===== src/hw/rtl/trp_pkg.sv =====
// Shared constants, codes and word types for the TFTP request option parser.
`timescale 1ns / 1ps

package trp_pkg;

  localparam int NAME_MAX_LEN = 256;
  localparam int LEN_W        = $clog2(NAME_MAX_LEN + 1);
  localparam int KEY_LEN      = 7;

  localparam int ACC_W = 17;
  localparam logic [ACC_W-1:0] ACC_MAX = 17'h1FFFF;
  // Largest accumulator that can take one more digit without passing ACC_MAX:
  // one bound for digits 0 and 1, another for digits 2 through 9.
  localparam logic [ACC_W-1:0] ACC_LIM_HI = ACC_W'(ACC_MAX / 10);
  localparam logic [ACC_W-1:0] ACC_LIM_LO = ACC_W'((ACC_MAX - 9) / 10);

  localparam logic [15:0] BLK_DEFAULT = 16'd512;
  localparam logic [15:0] BLK_MIN     = 16'd8;
  localparam logic [15:0] BLK_MAX     = 16'd65464;
  localparam logic [7:0]  TMO_DEFAULT = 8'd10;
  localparam logic [7:0]  TMO_MIN     = 8'd1;
  localparam logic [7:0]  TMO_MAX     = 8'd255;

  // Parser phases.
  localparam logic [2:0] PH_OPCODE = 3'd0;
  localparam logic [2:0] PH_FNAME  = 3'd1;
  localparam logic [2:0] PH_MODE   = 3'd2;
  localparam logic [2:0] PH_ONAME  = 3'd3;
  localparam logic [2:0] PH_OVAL   = 3'd4;
  localparam logic [2:0] PH_IDLE   = 3'd5;

  localparam logic [1:0] MODE_NETASCII = 2'd0;
  localparam logic [1:0] MODE_OCTET    = 2'd1;
  localparam logic [1:0] MODE_UNKNOWN  = 2'd2;

  localparam logic [1:0] ST_OK     = 2'd0;
  localparam logic [1:0] ST_FNAME  = 2'd1;
  localparam logic [1:0] ST_MODE   = 2'd2;

  localparam logic [1:0] OPT_NONE = 2'd0;
  localparam logic [1:0] OPT_BLK  = 2'd1;
  localparam logic [1:0] OPT_TMO  = 2'd2;

  localparam logic [1:0] MATCH_BOTH = 2'b11;

  typedef struct packed {
    logic [7:0] data;
    logic       last;
  } trp_word_t;

  // Packed so that op_code lands in the lowest bits.
  typedef struct packed {
    logic [1:0]  parse_status;
    logic [7:0]  timeout_secs;
    logic        timeout_given;
    logic [15:0] blk_size;
    logic        blksize_given;
    logic [1:0]  transfer_mode;
    logic [8:0]  name_length;
    logic [7:0]  op_code;
  } trp_result_t;

endpackage


===== src/hw/rtl/tftp_request_option_parser.sv =====
// Top level of the TFTP request option parser: input stage, parser and result register.
`timescale 1ns / 1ps
// Usage:
//   The in_ channel carries a TFTP read or write request one byte per word, with
//   in_tlast high on the final byte. The out_ channel gives one summary word per
//   request: opcode, filename length, transfer mode, blksize and timeout values
//   with their presence flags, and a parse status.
//   Each byte is registered at the input; the parse logic updates the parser
//   state as the byte leaves that register, and the summary for a request
//   is written to the output register as its last byte leaves it. One byte
//   can be accepted every cycle, for as long as the output side keeps up.
//   The output register lets the next request's bytes flow while a summary
//   waits; only a last byte is held at the input stage while the previous
//   summary has not been taken, and then in_tready drops behind it.
//   Reset (rst_n low, synchronous) empties both registers and puts the parser
//   at the start of a request. After each last byte the parser starts over on
//   its own.
module tftp_request_option_parser (
  input  logic        clk,
  input  logic        rst_n,
  input  logic        in_tvalid,
  output logic        in_tready,
  input  logic [7:0]  in_tdata,   // [7:0] req_byte
  input  logic        in_tlast,   // last_byte
  output logic        out_tvalid,
  input  logic        out_tready,
  output logic [47:0] out_tdata   // [7:0] op_code, [16:8] name_length,
                                  // [18:17] transfer_mode, [19] blksize_given,
                                  // [35:20] blk_size, [36] timeout_given,
                                  // [44:37] timeout_secs, [46:45] parse_status
);

  logic                 word_valid;
  trp_pkg::trp_word_t   word;
  logic                 out_free;
  logic                 take;
  logic                 step;
  logic                 res_valid;
  trp_pkg::trp_result_t res;
  logic                 out_valid_r;
  trp_pkg::trp_result_t out_res_r;

  assign out_free = !out_valid_r || out_tready;
  // Only a last word makes a result, so only it waits on the output register.
  assign take     = !word.last || out_free;
  assign step     = word_valid && take;

  trp_in_reg u_in_reg (
    .clk        (clk),
    .rst_n      (rst_n),
    .in_tvalid  (in_tvalid),
    .in_tready  (in_tready),
    .in_tdata   (in_tdata),
    .in_tlast   (in_tlast),
    .take       (take),
    .word_valid (word_valid),
    .word       (word)
  );

  trp_parse u_parse (
    .clk       (clk),
    .rst_n     (rst_n),
    .step      (step),
    .word      (word),
    .res_valid (res_valid),
    .res       (res)
  );

  always_ff @(posedge clk) begin
    if (!rst_n) begin
      out_valid_r <= 1'b0;
    end else if (out_free) begin
      out_valid_r <= res_valid;
    end
  end

  always_ff @(posedge clk) begin
    if (res_valid && out_free) begin
      out_res_r <= res;
    end
  end

  assign out_tvalid = out_valid_r;
  assign out_tdata  = {1'b0, out_res_r};

  // A new summary never lands on one that is still waiting.
  a_no_overwrite: assert property (@(posedge clk) disable iff (!rst_n)
    (out_valid_r && !out_tready) |-> !res_valid)
    else $error("summary produced while output register is stalled");

  a_blk_range: assert property (@(posedge clk) disable iff (!rst_n)
    out_valid_r |-> (out_res_r.blk_size >= trp_pkg::BLK_MIN &&
                     out_res_r.blk_size <= trp_pkg::BLK_MAX))
    else $error("block size outside accepted range");

  a_tmo_range: assert property (@(posedge clk) disable iff (!rst_n)
    out_valid_r |-> (out_res_r.timeout_secs != 8'd0))
    else $error("timeout of zero seconds reported");

  a_status_code: assert property (@(posedge clk) disable iff (!rst_n)
    out_valid_r |-> (out_res_r.parse_status == trp_pkg::ST_OK ||
                     out_res_r.parse_status == trp_pkg::ST_FNAME ||
                     out_res_r.parse_status == trp_pkg::ST_MODE))
    else $error("undefined parse status");

endmodule


===== src/hw/rtl/trp_in_reg.sv =====
// Input register stage: holds one accepted byte until the parser takes it.
`timescale 1ns / 1ps

module trp_in_reg (
  input  logic              clk,
  input  logic              rst_n,
  input  logic              in_tvalid,
  output logic              in_tready,
  input  logic [7:0]        in_tdata,   // req_byte[7:0]
  input  logic              in_tlast,   // last_byte
  input  logic              take,       // parser can consume the held word
  output logic              word_valid,
  output trp_pkg::trp_word_t word
);

  logic               valid_r;
  trp_pkg::trp_word_t word_r;

  assign in_tready  = !valid_r || take;
  assign word_valid = valid_r;
  assign word       = word_r;

  always_ff @(posedge clk) begin
    if (!rst_n) begin
      valid_r <= 1'b0;
    end else if (in_tready) begin
      valid_r <= in_tvalid;
    end
  end

  always_ff @(posedge clk) begin
    if (in_tvalid && in_tready) begin
      word_r.data <= in_tdata;
      word_r.last <= in_tlast;
    end
  end

endmodule


===== src/hw/rtl/trp_parse.sv =====
// Request parser: per-byte phase tracking, keyword match, value accumulate, summary.
`timescale 1ns / 1ps

module trp_parse (
  input  logic                  clk,
  input  logic                  rst_n,
  input  logic                  step,
  input  trp_pkg::trp_word_t    word,
  output logic                  res_valid,
  output trp_pkg::trp_result_t  res
);

  localparam int LW = trp_pkg::LEN_W;
  localparam int AW = trp_pkg::ACC_W;

  function automatic logic [7:0] key_blk(input logic [2:0] idx);
    logic [7:0] c;
    unique case (idx)
      3'd0: c = "b";
      3'd1: c = "l";
      3'd2: c = "k";
      3'd3: c = "s";
      3'd4: c = "i";
      3'd5: c = "z";
      3'd6: c = "e";
      default: c = 8'h00;
    endcase
    return c;
  endfunction

  function automatic logic [7:0] key_tmo(input logic [2:0] idx);
    logic [7:0] c;
    unique case (idx)
      3'd0: c = "t";
      3'd1: c = "i";
      3'd2: c = "m";
      3'd3: c = "e";
      3'd4: c = "o";
      3'd5: c = "u";
      3'd6: c = "t";
      default: c = 8'h00;
    endcase
    return c;
  endfunction

  // One decimal digit into the accumulator, saturating at ACC_MAX.
  function automatic logic [AW-1:0] acc_step(input logic [AW-1:0] acc,
                                             input logic [3:0] digit);
    logic [AW+3:0]   prod;
    logic [AW-1:0]   lim;
    lim  = (digit <= 4'd1) ? trp_pkg::ACC_LIM_HI : trp_pkg::ACC_LIM_LO;
    prod = {acc, 3'b000} + {2'b00, acc, 1'b0} + {{AW{1'b0}}, digit};
    return (acc > lim) ? trp_pkg::ACC_MAX : prod[AW-1:0];
  endfunction

  function automatic logic [15:0] blk_pick(input logic [1:0] pend,
                                           input logic [AW-1:0] v,
                                           input logic [15:0] cur);
    logic [15:0] r;
    r = cur;
    if (pend == trp_pkg::OPT_BLK) begin
      r = (v >= AW'(trp_pkg::BLK_MIN) && v <= AW'(trp_pkg::BLK_MAX)) ?
          v[15:0] : trp_pkg::BLK_DEFAULT;
    end
    return r;
  endfunction

  function automatic logic [7:0] tmo_pick(input logic [1:0] pend,
                                          input logic [AW-1:0] v,
                                          input logic [7:0] cur);
    logic [7:0] r;
    r = cur;
    if (pend == trp_pkg::OPT_TMO) begin
      r = (v >= AW'(trp_pkg::TMO_MIN) && v <= AW'(trp_pkg::TMO_MAX)) ?
          v[7:0] : trp_pkg::TMO_DEFAULT;
    end
    return r;
  endfunction

  logic          pos1_r,     pos1_nxt;
  logic [2:0]    phase_r,    phase_nxt;
  logic [LW-1:0] len_r,      len_nxt;
  logic [7:0]    opcode_r,   opcode_nxt;
  logic [LW-1:0] nlen_r,     nlen_nxt;
  logic [1:0]    mode_r,     mode_nxt;
  logic [1:0]    match_r,    match_nxt;
  logic [1:0]    pend_r,     pend_nxt;
  logic [AW-1:0] acc_r,      acc_nxt;
  logic          stopped_r,  stopped_nxt;
  logic [15:0]   blk_r,      blk_nxt;
  logic [7:0]    tmo_r,      tmo_nxt;
  logic [1:0]    flags_r,    flags_nxt;
  logic [1:0]    err_r,      err_nxt;

  logic [7:0]    b;
  logic [LW-1:0] len_inc;
  logic [1:0]    pend_sel;

  assign b       = word.data;
  assign len_inc = len_r + LW'(1);

  always_comb begin
    pos1_nxt    = pos1_r;
    phase_nxt   = phase_r;
    len_nxt     = len_r;
    opcode_nxt  = opcode_r;
    nlen_nxt    = nlen_r;
    mode_nxt    = mode_r;
    match_nxt   = match_r;
    pend_nxt    = pend_r;
    acc_nxt     = acc_r;
    stopped_nxt = stopped_r;
    blk_nxt     = blk_r;
    tmo_nxt     = tmo_r;
    flags_nxt   = flags_r;
    err_nxt     = err_r;
    pend_sel    = trp_pkg::OPT_NONE;

    if (step) begin
      unique case (phase_r)
        trp_pkg::PH_OPCODE: begin
          // Byte 0 is skipped; byte 1 carries the opcode's low byte.
          if (pos1_r) begin
            opcode_nxt = b;
            phase_nxt  = trp_pkg::PH_FNAME;
            len_nxt    = '0;
          end else begin
            pos1_nxt = 1'b1;
          end
        end
        trp_pkg::PH_FNAME: begin
          if (b == 8'h00) begin
            nlen_nxt  = len_r;
            phase_nxt = trp_pkg::PH_MODE;
            len_nxt   = '0;
          end else begin
            len_nxt = len_inc;
            if (len_inc >= LW'(trp_pkg::NAME_MAX_LEN)) begin
              nlen_nxt  = len_inc;
              err_nxt   = trp_pkg::ST_FNAME;
              phase_nxt = trp_pkg::PH_IDLE;
            end
          end
        end
        trp_pkg::PH_MODE: begin
          if (len_r == '0) begin
            mode_nxt = (b == "n") ? trp_pkg::MODE_NETASCII :
                       (b == "o") ? trp_pkg::MODE_OCTET : trp_pkg::MODE_UNKNOWN;
          end
          if (b == 8'h00) begin
            phase_nxt = trp_pkg::PH_ONAME;
            len_nxt   = '0;
            match_nxt = trp_pkg::MATCH_BOTH;
          end else begin
            len_nxt = len_inc;
            if (len_inc >= LW'(trp_pkg::NAME_MAX_LEN)) begin
              err_nxt   = trp_pkg::ST_MODE;
              phase_nxt = trp_pkg::PH_IDLE;
            end
          end
        end
        trp_pkg::PH_ONAME: begin
          if (b == 8'h00) begin
            if (len_r == '0) begin
              phase_nxt = trp_pkg::PH_IDLE;
            end else begin
              if (len_r >= LW'(trp_pkg::KEY_LEN)) begin
                if (match_r[0]) begin
                  pend_sel = trp_pkg::OPT_BLK;
                end else if (match_r[1]) begin
                  pend_sel = trp_pkg::OPT_TMO;
                end
              end
              pend_nxt    = pend_sel;
              flags_nxt   = flags_r | pend_sel;
              acc_nxt     = '0;
              stopped_nxt = 1'b0;
              phase_nxt   = trp_pkg::PH_OVAL;
            end
          end else if (len_r < LW'(trp_pkg::KEY_LEN)) begin
            // The name length only matters up to the keyword length.
            if (b != key_blk(len_r[2:0])) begin
              match_nxt[0] = 1'b0;
            end
            if (b != key_tmo(len_r[2:0])) begin
              match_nxt[1] = 1'b0;
            end
            len_nxt = len_inc;
          end
        end
        trp_pkg::PH_OVAL: begin
          if (b == 8'h00) begin
            blk_nxt   = blk_pick(pend_r, acc_r, blk_r);
            tmo_nxt   = tmo_pick(pend_r, acc_r, tmo_r);
            pend_nxt  = trp_pkg::OPT_NONE;
            len_nxt   = '0;
            match_nxt = trp_pkg::MATCH_BOTH;
            phase_nxt = trp_pkg::PH_ONAME;
          end else if (!stopped_r) begin
            if (b >= "0" && b <= "9") begin
              acc_nxt = acc_step(acc_r, 4'(b - "0"));
            end else begin
              stopped_nxt = 1'b1;
            end
          end
        end
        default: begin
        end
      endcase
    end
  end

  // Summary on the last word, built from the state after that word.
  always_comb begin
    res.op_code       = opcode_nxt;
    res.name_length   = 9'((phase_nxt == trp_pkg::PH_FNAME) ? len_nxt : nlen_nxt);
    res.transfer_mode = mode_nxt;
    res.blksize_given = flags_nxt[0];
    res.timeout_given = flags_nxt[1];
    // A value still open at the end of the packet is applied as it stands.
    if (phase_nxt == trp_pkg::PH_OVAL) begin
      res.blk_size     = blk_pick(pend_nxt, acc_nxt, blk_nxt);
      res.timeout_secs = tmo_pick(pend_nxt, acc_nxt, tmo_nxt);
    end else begin
      res.blk_size     = blk_nxt;
      res.timeout_secs = tmo_nxt;
    end
    priority if (err_nxt != trp_pkg::ST_OK) begin
      res.parse_status = err_nxt;
    end else if (phase_nxt == trp_pkg::PH_OPCODE || phase_nxt == trp_pkg::PH_FNAME) begin
      res.parse_status = trp_pkg::ST_FNAME;
    end else if (phase_nxt == trp_pkg::PH_MODE) begin
      res.parse_status = trp_pkg::ST_MODE;
    end else begin
      res.parse_status = trp_pkg::ST_OK;
    end
  end

  assign res_valid = step && word.last;

  // The parser returns to its reset state after each packet's last word.
  always_ff @(posedge clk) begin
    if (!rst_n || res_valid) begin
      pos1_r    <= 1'b0;
      phase_r   <= trp_pkg::PH_OPCODE;
      len_r     <= '0;
      opcode_r  <= '0;
      nlen_r    <= '0;
      mode_r    <= trp_pkg::MODE_UNKNOWN;
      match_r   <= trp_pkg::MATCH_BOTH;
      pend_r    <= trp_pkg::OPT_NONE;
      acc_r     <= '0;
      stopped_r <= 1'b0;
      blk_r     <= trp_pkg::BLK_DEFAULT;
      tmo_r     <= trp_pkg::TMO_DEFAULT;
      flags_r   <= '0;
      err_r     <= trp_pkg::ST_OK;
    end else begin
      pos1_r    <= pos1_nxt;
      phase_r   <= phase_nxt;
      len_r     <= len_nxt;
      opcode_r  <= opcode_nxt;
      nlen_r    <= nlen_nxt;
      mode_r    <= mode_nxt;
      match_r   <= match_nxt;
      pend_r    <= pend_nxt;
      acc_r     <= acc_nxt;
      stopped_r <= stopped_nxt;
      blk_r     <= blk_nxt;
      tmo_r     <= tmo_nxt;
      flags_r   <= flags_nxt;
      err_r     <= err_nxt;
    end
  end

endmodule


===== config.mk =====
export PLATFORM = sky130hd
export DESIGN_NAME = tftp_request_option_parser
export DESIGN_NICKNAME = d
export VERILOG_FILES = /design/src/hw/rtl/trp_pkg.sv /design/src/hw/rtl/tftp_request_option_parser.sv /design/src/hw/rtl/trp_in_reg.sv /design/src/hw/rtl/trp_parse.sv
export SDC_FILE = /design/constraint.sdc
export NUM_CORES = 1
export LEC_CHECK = 0
export ABC_CLOCK_PERIOD_IN_PS = 9060
export BUFFER_PORTS_ARGS = -buffer_cell sky130_fd_sc_hd__buf_4
export CORE_ASPECT_RATIO = 1.75
export CORE_MARGIN = 2
export CORE_UTILIZATION = 65
export DETAILED_ROUTE_END_ITERATION = 10
export PLACE_DENSITY = 0.86
export SLEW_MARGIN = 30
export SYNTH_ARGS = -nofsm -noshare
export SYNTH_HDL_FRONTEND = slang
export SYNTH_HIERARCHICAL = 1
export SYNTH_SLANG_ARGS = --single-unit

===== constraint.sdc =====
create_clock -name clk -period 9.06 [get_ports clk]
set_clock_uncertainty 0.2 [all_clocks]
set_input_delay 1.359 -clock clk [delete_from_list [all_inputs] [get_ports clk]]
set_output_delay 1.359 -clock clk [all_outputs]
set_load 0.01 [all_outputs]

# Word level (Yosys, flattened, before mapping)
# Index checks and enable logic that the tools add are counted.
[totals] ff_bits=140 inputBits=13 out_inout_bits=50
[op_classes] n_addsub=4 n_lt_le_gt_ge=15 n_eq_ne=29 mux=101 n_bitwise=1 n_reduce_logical=33
[ops] op="$mux 8" count=19
[ops] op="$mux 16" count=8
[ops] op="$mux 17" count=7
[ops] op="$mux 9" count=11
[ops] op="$mux 2" count=31
[ops] op="$pmux 7 s7" count=1
[ops] op="$pmux 7 s6" count=1
[ops] op="$pmux 9 s4" count=1
[ops] op="$ge 17x1->1 const B" count=2
[ops] op="$ge 17x4->1 const B" count=2
[ops] op="$le 17x16->1 const B" count=2
[ops] op="$le 17x8->1 const B" count=2
[ops] op="$pmux 17 s2" count=1
[ops] op="$mux 3" count=7
[ops] op="$add 17x17->17" count=1
[ops] op="$add 17x4->17" count=1
[ops] op="$gt 17x14->1" count=1
[ops] op="$eq 8x7->1 const B" count=2
[ops] op="$ne 8x8->1" count=2
[ops] op="$eq 3x2->1 const B" count=5
[ops] op="$eq 3x3->1 const B" count=5
[ops] op="$pmux 3 s5" count=1
[ops] op="$pmux 2 s2" count=3
[ops] op="$reduce_and 6->1" count=2
[ops] op="26 further kinds" count=65

# Depth between registers and ports, before layout
# Gate-level depths: netlist of run 1.
[logic_depth] depth_word=15 ltp_mapped=15 depth_no_buf=13

# By module
# Netlist of run 1, hierarchy kept.
[modules_own_cells] module="trp_parse" instances=1 cells_per_inst=760 area_per_inst_um2=5934.4 seq_area_each_um2=1641.6
[modules_own_cells] module="tftp_request_option_parser" instances=1 cells_per_inst=55 area_per_inst_um2=1481.4 seq_area_each_um2=1431.4
[modules_own_cells] module="trp_in_reg" instances=1 cells_per_inst=14 area_per_inst_um2=327.8 seq_area_each_um2=290.3

# Worst setup path before layout of run 1
# OpenSTA, ideal clock, no wires.
[synth_timing] path_type="input-to-reg" from="input port out_tready" to="register out_res_r (netlist bit out_tdata[0]) (enable)" setup_ns=0.457 arrival_ns=4.332 t_required_ns=8.403 slack_ns=4.071 path_stages=7 n_path_buf=2 cell_sequence="nor2b_4 > a21boi_1 > buf_2 > clkbuf_1 > nand2_1 > inv_1 > nor2b_1"
[synth_between] elab_chain_cells=5
[synth_lines] item="start: declaration" line="tftp_request_option_parser.sv:26" text="input logic out_tready,"
[synth_lines] item="$logic_or 1x1->1" line="tftp_request_option_parser.sv:43" text="assign out_free = !out_valid_r || out_tready;"
[synth_lines] item="$logic_or 1x1->1" line="tftp_request_option_parser.sv:45" text="assign take = !word.last || out_free;"
[synth_lines] item="$logic_and 1x1->1" line="tftp_request_option_parser.sv:46" text="assign step = word_valid && take;"
[synth_lines] item="via step" line="tftp_request_option_parser.sv:37" text="logic step;"
[synth_lines] item="$logic_and 1x1->1" line="trp_parse.sv:239" text="assign res_valid = step && word.last;"
[synth_lines] item="via res_valid" line="tftp_request_option_parser.sv:38" text="logic res_valid;"
[synth_lines] item="$logic_and 1x1->1" line="tftp_request_option_parser.sv:78" text="if (res_valid && out_free) begin"
[synth_lines] item="end signal: assignment" line="tftp_request_option_parser.sv:79" text="out_res_r <= res;"
[synth_lines] item="end: declaration" line="tftp_request_option_parser.sv:41" text="trp_pkg::trp_result_t out_res_r;"
# The timed path passes the listed nets, and every way through them passes these cells.
# A chain may end at the register's enable or synchronous reset.

==> summary.txt, run 1 <==
Run status
  • Outcome: finished, final reports clean

CTS
  • CTS root buf: clkbuf_16
  • Clock sinks: 140
  • Hold Buf Count CTS: 0
  • Clock Pin Slew Worst Setup and Hold Paths: 0.07 ns
  • CTS tree: yes
  • Worst skew pair latency: 0.42 ns
  • Maximum root-to-sink buffer count: 2
  • CTS Buf Count: 17
  • PostCTS Resize Cnt: 0
  • Post-CTS setup buffer count: 0
  • Htree depth: 4

Global routing
  • Vias in the first global route: 7292
  • GRT Util Overall: between 30% and 40%
  • First-pass GRT wire length: 36700 um
  • Pin count of the biggest net entering global routing: 63
  • Initial antenna violation count: 0
  • Gr ovfl total: 0

Cells and area
  • Commonest non-fill, non-tap cells in the layout: 102 x nor2_1, 84 x dfxtp_1, 67 x buf_4
  • Fin cells: 1022
  • Ant. Diodes: 0
  • Number of fillers in the final layout: about 830
  • Nets: approximately 900
  • Most common cell after layout, fill and taps aside: nor2_1
  • Layout cell share with drive strength beyond 1: 15.0%
  • Synth-to-Final Area Change: 13.8%

Floorplan
  • DIE AREA: between 0.01 and 0.015 mm^2
  • Rows: between 50 and 60
  • Num ports: 63
  • Die W: 86.5 um
  • Die height: ~150 um
  • Core ar.: 0.0116 mm^2
  • Starting Density: 66.9%

Worst setup path
  • Reg2reg path depth: 12
  • FF-to-FF setup slack: 4.11 ns
  • Critical Path AT: 4.88 ns
  • WS Path Type: flop to flop
  • CP Max Fanout: 15
  • Startpoint Class: flop
  • RR Startpoint: u_in_reg/word[3]
  • CP endpoint kind: flop
  • FF-to-FF End: out_tdata[22]
  • CP Data Required Time: approximately 9 ns

Synthesis
  • Synth area leaders: dfxtp_1 22%, edfxtp_1 22%, ha_1 5.3%
  • Sequential area share after synthesis: a little over two fifths
  • Syn_area_per_cell: 9.34 um^2
  • Number of synthesized register bits: 140
  • Area leader, netlist: dfxtp_1
  • Cell area after synthesis: 0.00774 mm^2
  • Fraction of registers with async set/reset: 0%
  • Post-synth top area share: 21.7%
  • Post-synth top flop: dfxtp_1
  • Synth unique cells: 88
  • EDFF count, synth: 56
  • Syn nets: a little under 900
  • Yosys Warn Count: 6
  • Gate Count Post-Synth: 829

Power and ir drop
  • Leakage power: roughly 0.0035 uW
  • Design Power: roughly 1400 uW
  • Max IR drop VDD: 0.122 mV
  • Pwr/cell area: around 160 mW/mm^2

Timing
  • RSZ-0062 raised after global routing: false
  • Setup Viol. Count Final: 0
  • Fin. max-slew vios: 0
  • Fin crit share: between 50% and 60%
  • Final hold vios: 0
  • Min Hold Slack: 0.300 ns
  • Minimum clock period: approximately 4.9 ns
  • Relative slew slack: 35.3%
  • Max Fclk: 0.202 GHz
  • Worst Tran Pin Value: between 0.9 and 1 ns
  • TNS Setup: 0 ns

Placed design
  • Placed Cells: 990
  • Routability cong.: roughly 1.1
  • Port bufs: 61
  • Final HPWL DP: 15900 um

Worst hold path
  • Cell count of the worst hold path: 2
  • Hold EP: u_parse/err_r[0]
  • Hold Crit Class: flop to flop
  • Min-delay src: u_parse/err_r[0]

Route
  • Antenna viol nets, final: 0
  • Drt via density: just over 7
  • Total number of vias: 7191
  • Avg WL per Cell: approximately 22 um
  • Length of the first detailed-routing pass in iterations: 6
  • DRT iter0 DRCs: 577
  • Total wire length: ~23000 um
  • Drt drc: 0

Run
  • Max Cap Viol: 0
-- worst max-delay path by stage --
stage,from,cells past startpoint,slack (ns),endpoint
final,u_in_reg/word[3],12,4.11,out_tdata[22]
after global routing,u_parse/acc_r[2],12,3.85,out_tdata[20]
after CTS,u_parse/acc_r[2],11,4.25,out_tdata[20]
after detailed placement,out_tready,13,3.96,out_tdata[29]
after global placement,out_tready,13,4.08,out_tdata[29]
after floorplan,out_tready,7,4.07,out_tdata[0]
-- stage by stage --
| step | utilization (%) | cell area (um^2) | setup WS (ns) |
|---|---|---|---|
| after floorplan | - | 7740 | 4.07 |
| after global placement | 71.2 | 8250 | 4.08 |
| after detailed placement | 71.2 | 8250 | 3.96 |
| after CTS | 76.1 | 8810 | 4.25 |
| after global routing | 76.1 | 8820 | 3.85 |
| final | 76.1 | 8820 | 4.11 |
-- critical path: stages (launching register included) --
cell      delay (ns)
edfxtp_1        0.53
or3_1           0.56
inv_1           0.11
ha_1            0.22
or3b_1          0.39
a221o_1         0.40
a211oi_1        0.37
a21oi_2         0.10
nor3b_1         0.18
o41ai_1         0.36
nand4b_1        0.20
o41ai_4         0.87
o32ai_1         0.19
-- power by group --
group | switching [uW] | internal (uW)
logic | 35.6 | 21.4
registers | 9.45 | 661
clock network | 300 | 363
-- metal layers --
metal	vias up	wire length, um	global-route usage (%)
li1	3208	-	-
met1	3405	7630	38.4
met2	423	12100	66.6
met3	155	1400	5.49
met4	0	1700	23.4
met5	-	0	0
-- cells in the mapped netlist, drive strengths merged, types with 8 or more instances --
master	n
nand3	18
o31ai	8
buf	9
nor2	102
o21ai	30
nand4	11
nand2b	13
a22oi	20
a31oi	16
ha	33
a211oi	8
and2	25
nor2b	16
or3	12
o22ai	28
nor3	18
inv	25
dfxtp	84
a21o	11
mux2	9
clkbuf	32
xnor2	9
edfxtp	56
nand2	52
a21oi	50
mux2i	11
-- logic make-up (layout without fill, tap and decap cells) --
family          after synthesis  in the layout  synth area share [%]
compound gates              242            242                  22.0
xor+xnor                     14             14                  1.58
fa+ha+maj                    35             35                  5.85
buf+inv                      67            125                  3.54
flops                       140            140                  43.4
mux                          20             20                  2.73
other cells                   1              1                0.0484
simple gates                310            310                  20.8
-- final cells by class --
type                       count  area [um^2]  area share (%)
multi-input combinational    622         4120            46.8
sequential                   140         3360            38.1
timing repair buffer          67          503            5.71
clock buffer                  18          429            4.87
tap                          135          169            1.92
clock inverter                14          131            1.49
inverter                      26         97.6            1.11
-- registers in the layout (all words and copies together) (netlist names), 2 cells and up --
signal	cells
u_parse/nlen_r	9
out_tdata	47
u_parse/mode_r	2
u_parse/blk_r	16
u_parse/tmo_r	8
u_parse/match_r	2
u_parse/pend_r	2
u_parse/opcode_r	8
u_parse/err_r	2
u_parse/phase_r	3
u_parse/acc_r	17
u_parse/flags_r	2
u_parse/len_r	9
u_in_reg/word	9
(Power assumes the default switching activity.)
==> inputs of run 2 (changes only) <==
--- a/config.mk
+++ b/config.mk
@@ -5,13 +5,13 @@
 export SDC_FILE = /design/constraint.sdc
 export NUM_CORES = 1
 export LEC_CHECK = 0
-export ABC_CLOCK_PERIOD_IN_PS = 9060
+export ABC_CLOCK_PERIOD_IN_PS = 5000
 export BUFFER_PORTS_ARGS = -buffer_cell sky130_fd_sc_hd__buf_4
 export CORE_ASPECT_RATIO = 1.75
 export CORE_MARGIN = 2
-export CORE_UTILIZATION = 65
+export CORE_UTILIZATION = 60
 export DETAILED_ROUTE_END_ITERATION = 10
-export PLACE_DENSITY = 0.86
+export PLACE_DENSITY = 0.8
 export SLEW_MARGIN = 30
 export SYNTH_ARGS = -nofsm -noshare
 export SYNTH_HDL_FRONTEND = slang
==> constraint.sdc (replaced) <==
create_clock -name clk -period 5 [get_ports clk]
set_clock_uncertainty 0.2 [all_clocks]
set_input_delay 0.75 -clock clk [delete_from_list [all_inputs] [get_ports clk]]
set_output_delay 0.75 -clock clk [all_outputs]
set_load 0.01 [all_outputs]
==> summary.txt, run 2 (synthesis results as in run 1) <==
Power and ir drop
  • Comb pwr share: 4.2% (about the same)
  • Flop pwr share: 45.1% (-3.1 points)
  • Max IR drop VDD: 0.214 mV (+76%)
  • Clock network power share: 50.7% (+3.0 points)
  • Internal power: 2030 uW (+95%)
  • Pwr/cell area: 294 mW/mm^2 (+87%)
  • Switching pwr: 645 uW (+87%)
  • Switching Share: 24.1% (-0.72 points)
  • Leakage power: 0.00369 uW (+4.1%)

Worst setup path
  • CP Data Required Time: 4.95 ns (-4.04 ns)
  • RR Startpoint: u_in_reg/word[4]
  • CP endpoint kind: flop
  • Critical Path AT: 4.47 ns (-0.41 ns)
  • Startpoint Class: flop
  • FF-to-FF setup slack: 0.48 ns (-3.64 ns)
  • FF-to-FF End: out_tdata[34]
  • Reg2reg path depth: 14 (+2)
  • CP Max Fanout: 15 (unchanged)
  • WS Path Type: flop to flop

Floorplan
  • Die height: 154 um (+4.0%)
  • Rows: 54 (+3.8%)
  • Die W: 89.9 um (+3.9%)
  • Core ar.: 0.0126 mm^2 (+8.5%)
  • Starting Density: 61.6% (-5.2 points)
  • Num ports: 63 (unchanged)
  • DIE AREA: 0.0139 mm^2 (+8.0%)

CTS
  • Hold Buf Count CTS: 0 (unchanged)
  • Post-CTS setup buffer count: 0 (unchanged)
  • Worst skew pair latency: 0.42 ns (about the same)
  • CTS root buf: clkbuf_16
  • Maximum root-to-sink buffer count: 2 (unchanged)
  • CTS tree: yes
  • Clock Pin Slew Worst Setup and Hold Paths: 0.07 ns (about the same)
  • PostCTS Resize Cnt: 0 (unchanged)
  • Htree depth: 4 (unchanged)
  • Clock sinks: 140 (unchanged)
  • CTS Buf Count: 17 (unchanged)

Route
  • Avg WL per Cell: 21.5 um (-3.7%)
  • Drt via density: 6.67 (-5.3%)
  • Antenna viol nets, final: 0 (unchanged)
  • Total wire length: 23200 um (+1.5%)
  • Total number of vias: 7180 (-0.15%)
  • Length of the first detailed-routing pass in iterations: 7 (+1)
  • Drt drc: 0 (unchanged)
  • DRT iter0 DRCs: 533 (-7.6%)

Cells and area
  • Synth-to-Final Area Change: 17.5%
  • Register area: 0.00336 mm^2 (unchanged)
  • Area occupied by multi-input gates: 0.00412 mm^2 (-0.15%)
  • Commonest non-fill, non-tap cells in the layout: 102 x nor2_1, 89 x buf_4, 84 x dfxtp_1
  • Max FFs per register: 47 (unchanged)
  • Layout cell share with drive strength beyond 1: 17.2% (+2.2 points)
  • Ant. Diodes: 0 (unchanged)
  • Core Util, Final: 72.4% (-3.7 points)
  • Nets: 944 (+2.4%)
  • Number of fillers in the final layout: 916 (+11%)
  • Most common cell after layout, fill and taps aside: nor2_1

Timing
  • Fin crit share: 90.4% (+36 points)
  • Worst Tran Pin Value: 0.815 ns (-0.141 ns)
  • Fin. max-slew vios: 0 (unchanged)
  • Final hold vios: 0 (unchanged)
  • Setup Viol. Count Final: 0 (unchanged)
  • RSZ-0062 raised after global routing: false
  • Minimum clock period: 4.52 ns (-0.424 ns)
  • Relative slew slack: 45.7% (+10 points)
  • Max Fclk: 0.221 GHz (+9.4%)
  • TNS Setup: 0 ns (unchanged)

Run status
  • Outcome: finished, final reports clean

Worst hold path
  • Min-delay src: u_parse/err_r[0]
  • Hold Crit Class: flop to flop
  • Cell count of the worst hold path: 2 (unchanged)
  • Hold EP: u_parse/err_r[0]

Global routing
  • GRT Util Overall: 33.6% (-3.2 points)
  • Gr ovfl total: 0 (unchanged)
  • Initial antenna violation count: 0 (unchanged)
  • Pin count of the biggest net entering global routing: 48 (-24%)
  • Vias in the first global route: 7230 (-0.85%)
  • First-pass GRT wire length: 36900 um (+0.55%)

Placed design
  • Final HPWL DP: 16900 um (+6.5%)
  • Port bufs: 61 (unchanged)
  • Routability cong.: 0.975 (-7.5%)

Run
  • Max Cap Viol: 0 (unchanged)
[run 2: cell types whose count changed in the layout (fill, tap and decap cells not counted), sizes merged]
| cell | delta |
|---|---|
| clkinv | -1 |
| bufinv | +2 |
| clkinvlp | -1 |
| buf | +22 |
[run 2: layout make-up]
cell class	count	area share, %
Clock buffer	18	4.95
Inverter	26	1.07
Multi-Input combinational cell	622	45.3
Tap cell	168	2.31
Timing Repair Buffer	89	7.35
Sequential cell	140	37.0
Clock inverter	14	2.09
[run 2: worst max-delay path by stage]
stage,slack [ns],start,end,cells after the start
finish,0.48,u_in_reg/word[4],out_tdata[34],14
global route,0.24,u_in_reg/word[4],out_tdata[40],12
CTS,0.52,u_in_reg/word[4],out_tdata[27],14
detailed placement,0.57,u_in_reg/word[4],out_tdata[27],14
global placement,0.68,u_in_reg/word[4],out_tdata[21],14
floorplan,0.62,out_tready,out_tdata[0],7
[run 2: layer usage]
layer  GRT usage, %  vias to the layer above  share of wire (%)
met4           26.5                        0                8.3
met1           33.2                     3449                 33
met3           4.68                      127                4.5
met5              0                        -                  0
li1               -                     3244                  -
met2           62.3                      360                 54
[run 2: worst max-delay path, cell delays in order, from the launching register on]
cell and delay, ns:
edfxtp_1 0.52, or3_1 0.52, inv_1 0.10, ha_1 0.21
or3b_1 0.39, a221oi_2 0.38, nor2_1 0.21, a21oi_1 0.18
o22ai_1 0.09, buf_4 0.18, o41ai_1 0.36, nand4b_1 0.20
o41ai_4 0.34, buf_4 0.26, o22ai_1 0.10
[run 2: per-stage QoR]
step	instance area [um^2]	worst slack [ns]	total power [uW]	instances	hold WS (ns)
after floorplan	7740	0.620	1300	829	0.251
after global placement	8460	0.675	1340	1045	0.264
after detailed placement	8460	0.566	1340	1045	0.282
after CTS	9100	0.521	2690	1077	0.295
after global routing	9100	0.241	2750	1077	0.295
final	9100	0.478	2680	1077	0.301
[run 2: power by group through the flow]
stage | Clock (uW) | Sequential [uW] | Combinational (uW)
after global routing | 1420 | 1210 | 118
after global placement | 0 | 1230 | 106
final | 1360 | 1210 | 111
after floorplan | 0 | 1230 | 67.1
after detailed placement | 0 | 1230 | 109
after CTS | 1370 | 1210 | 110
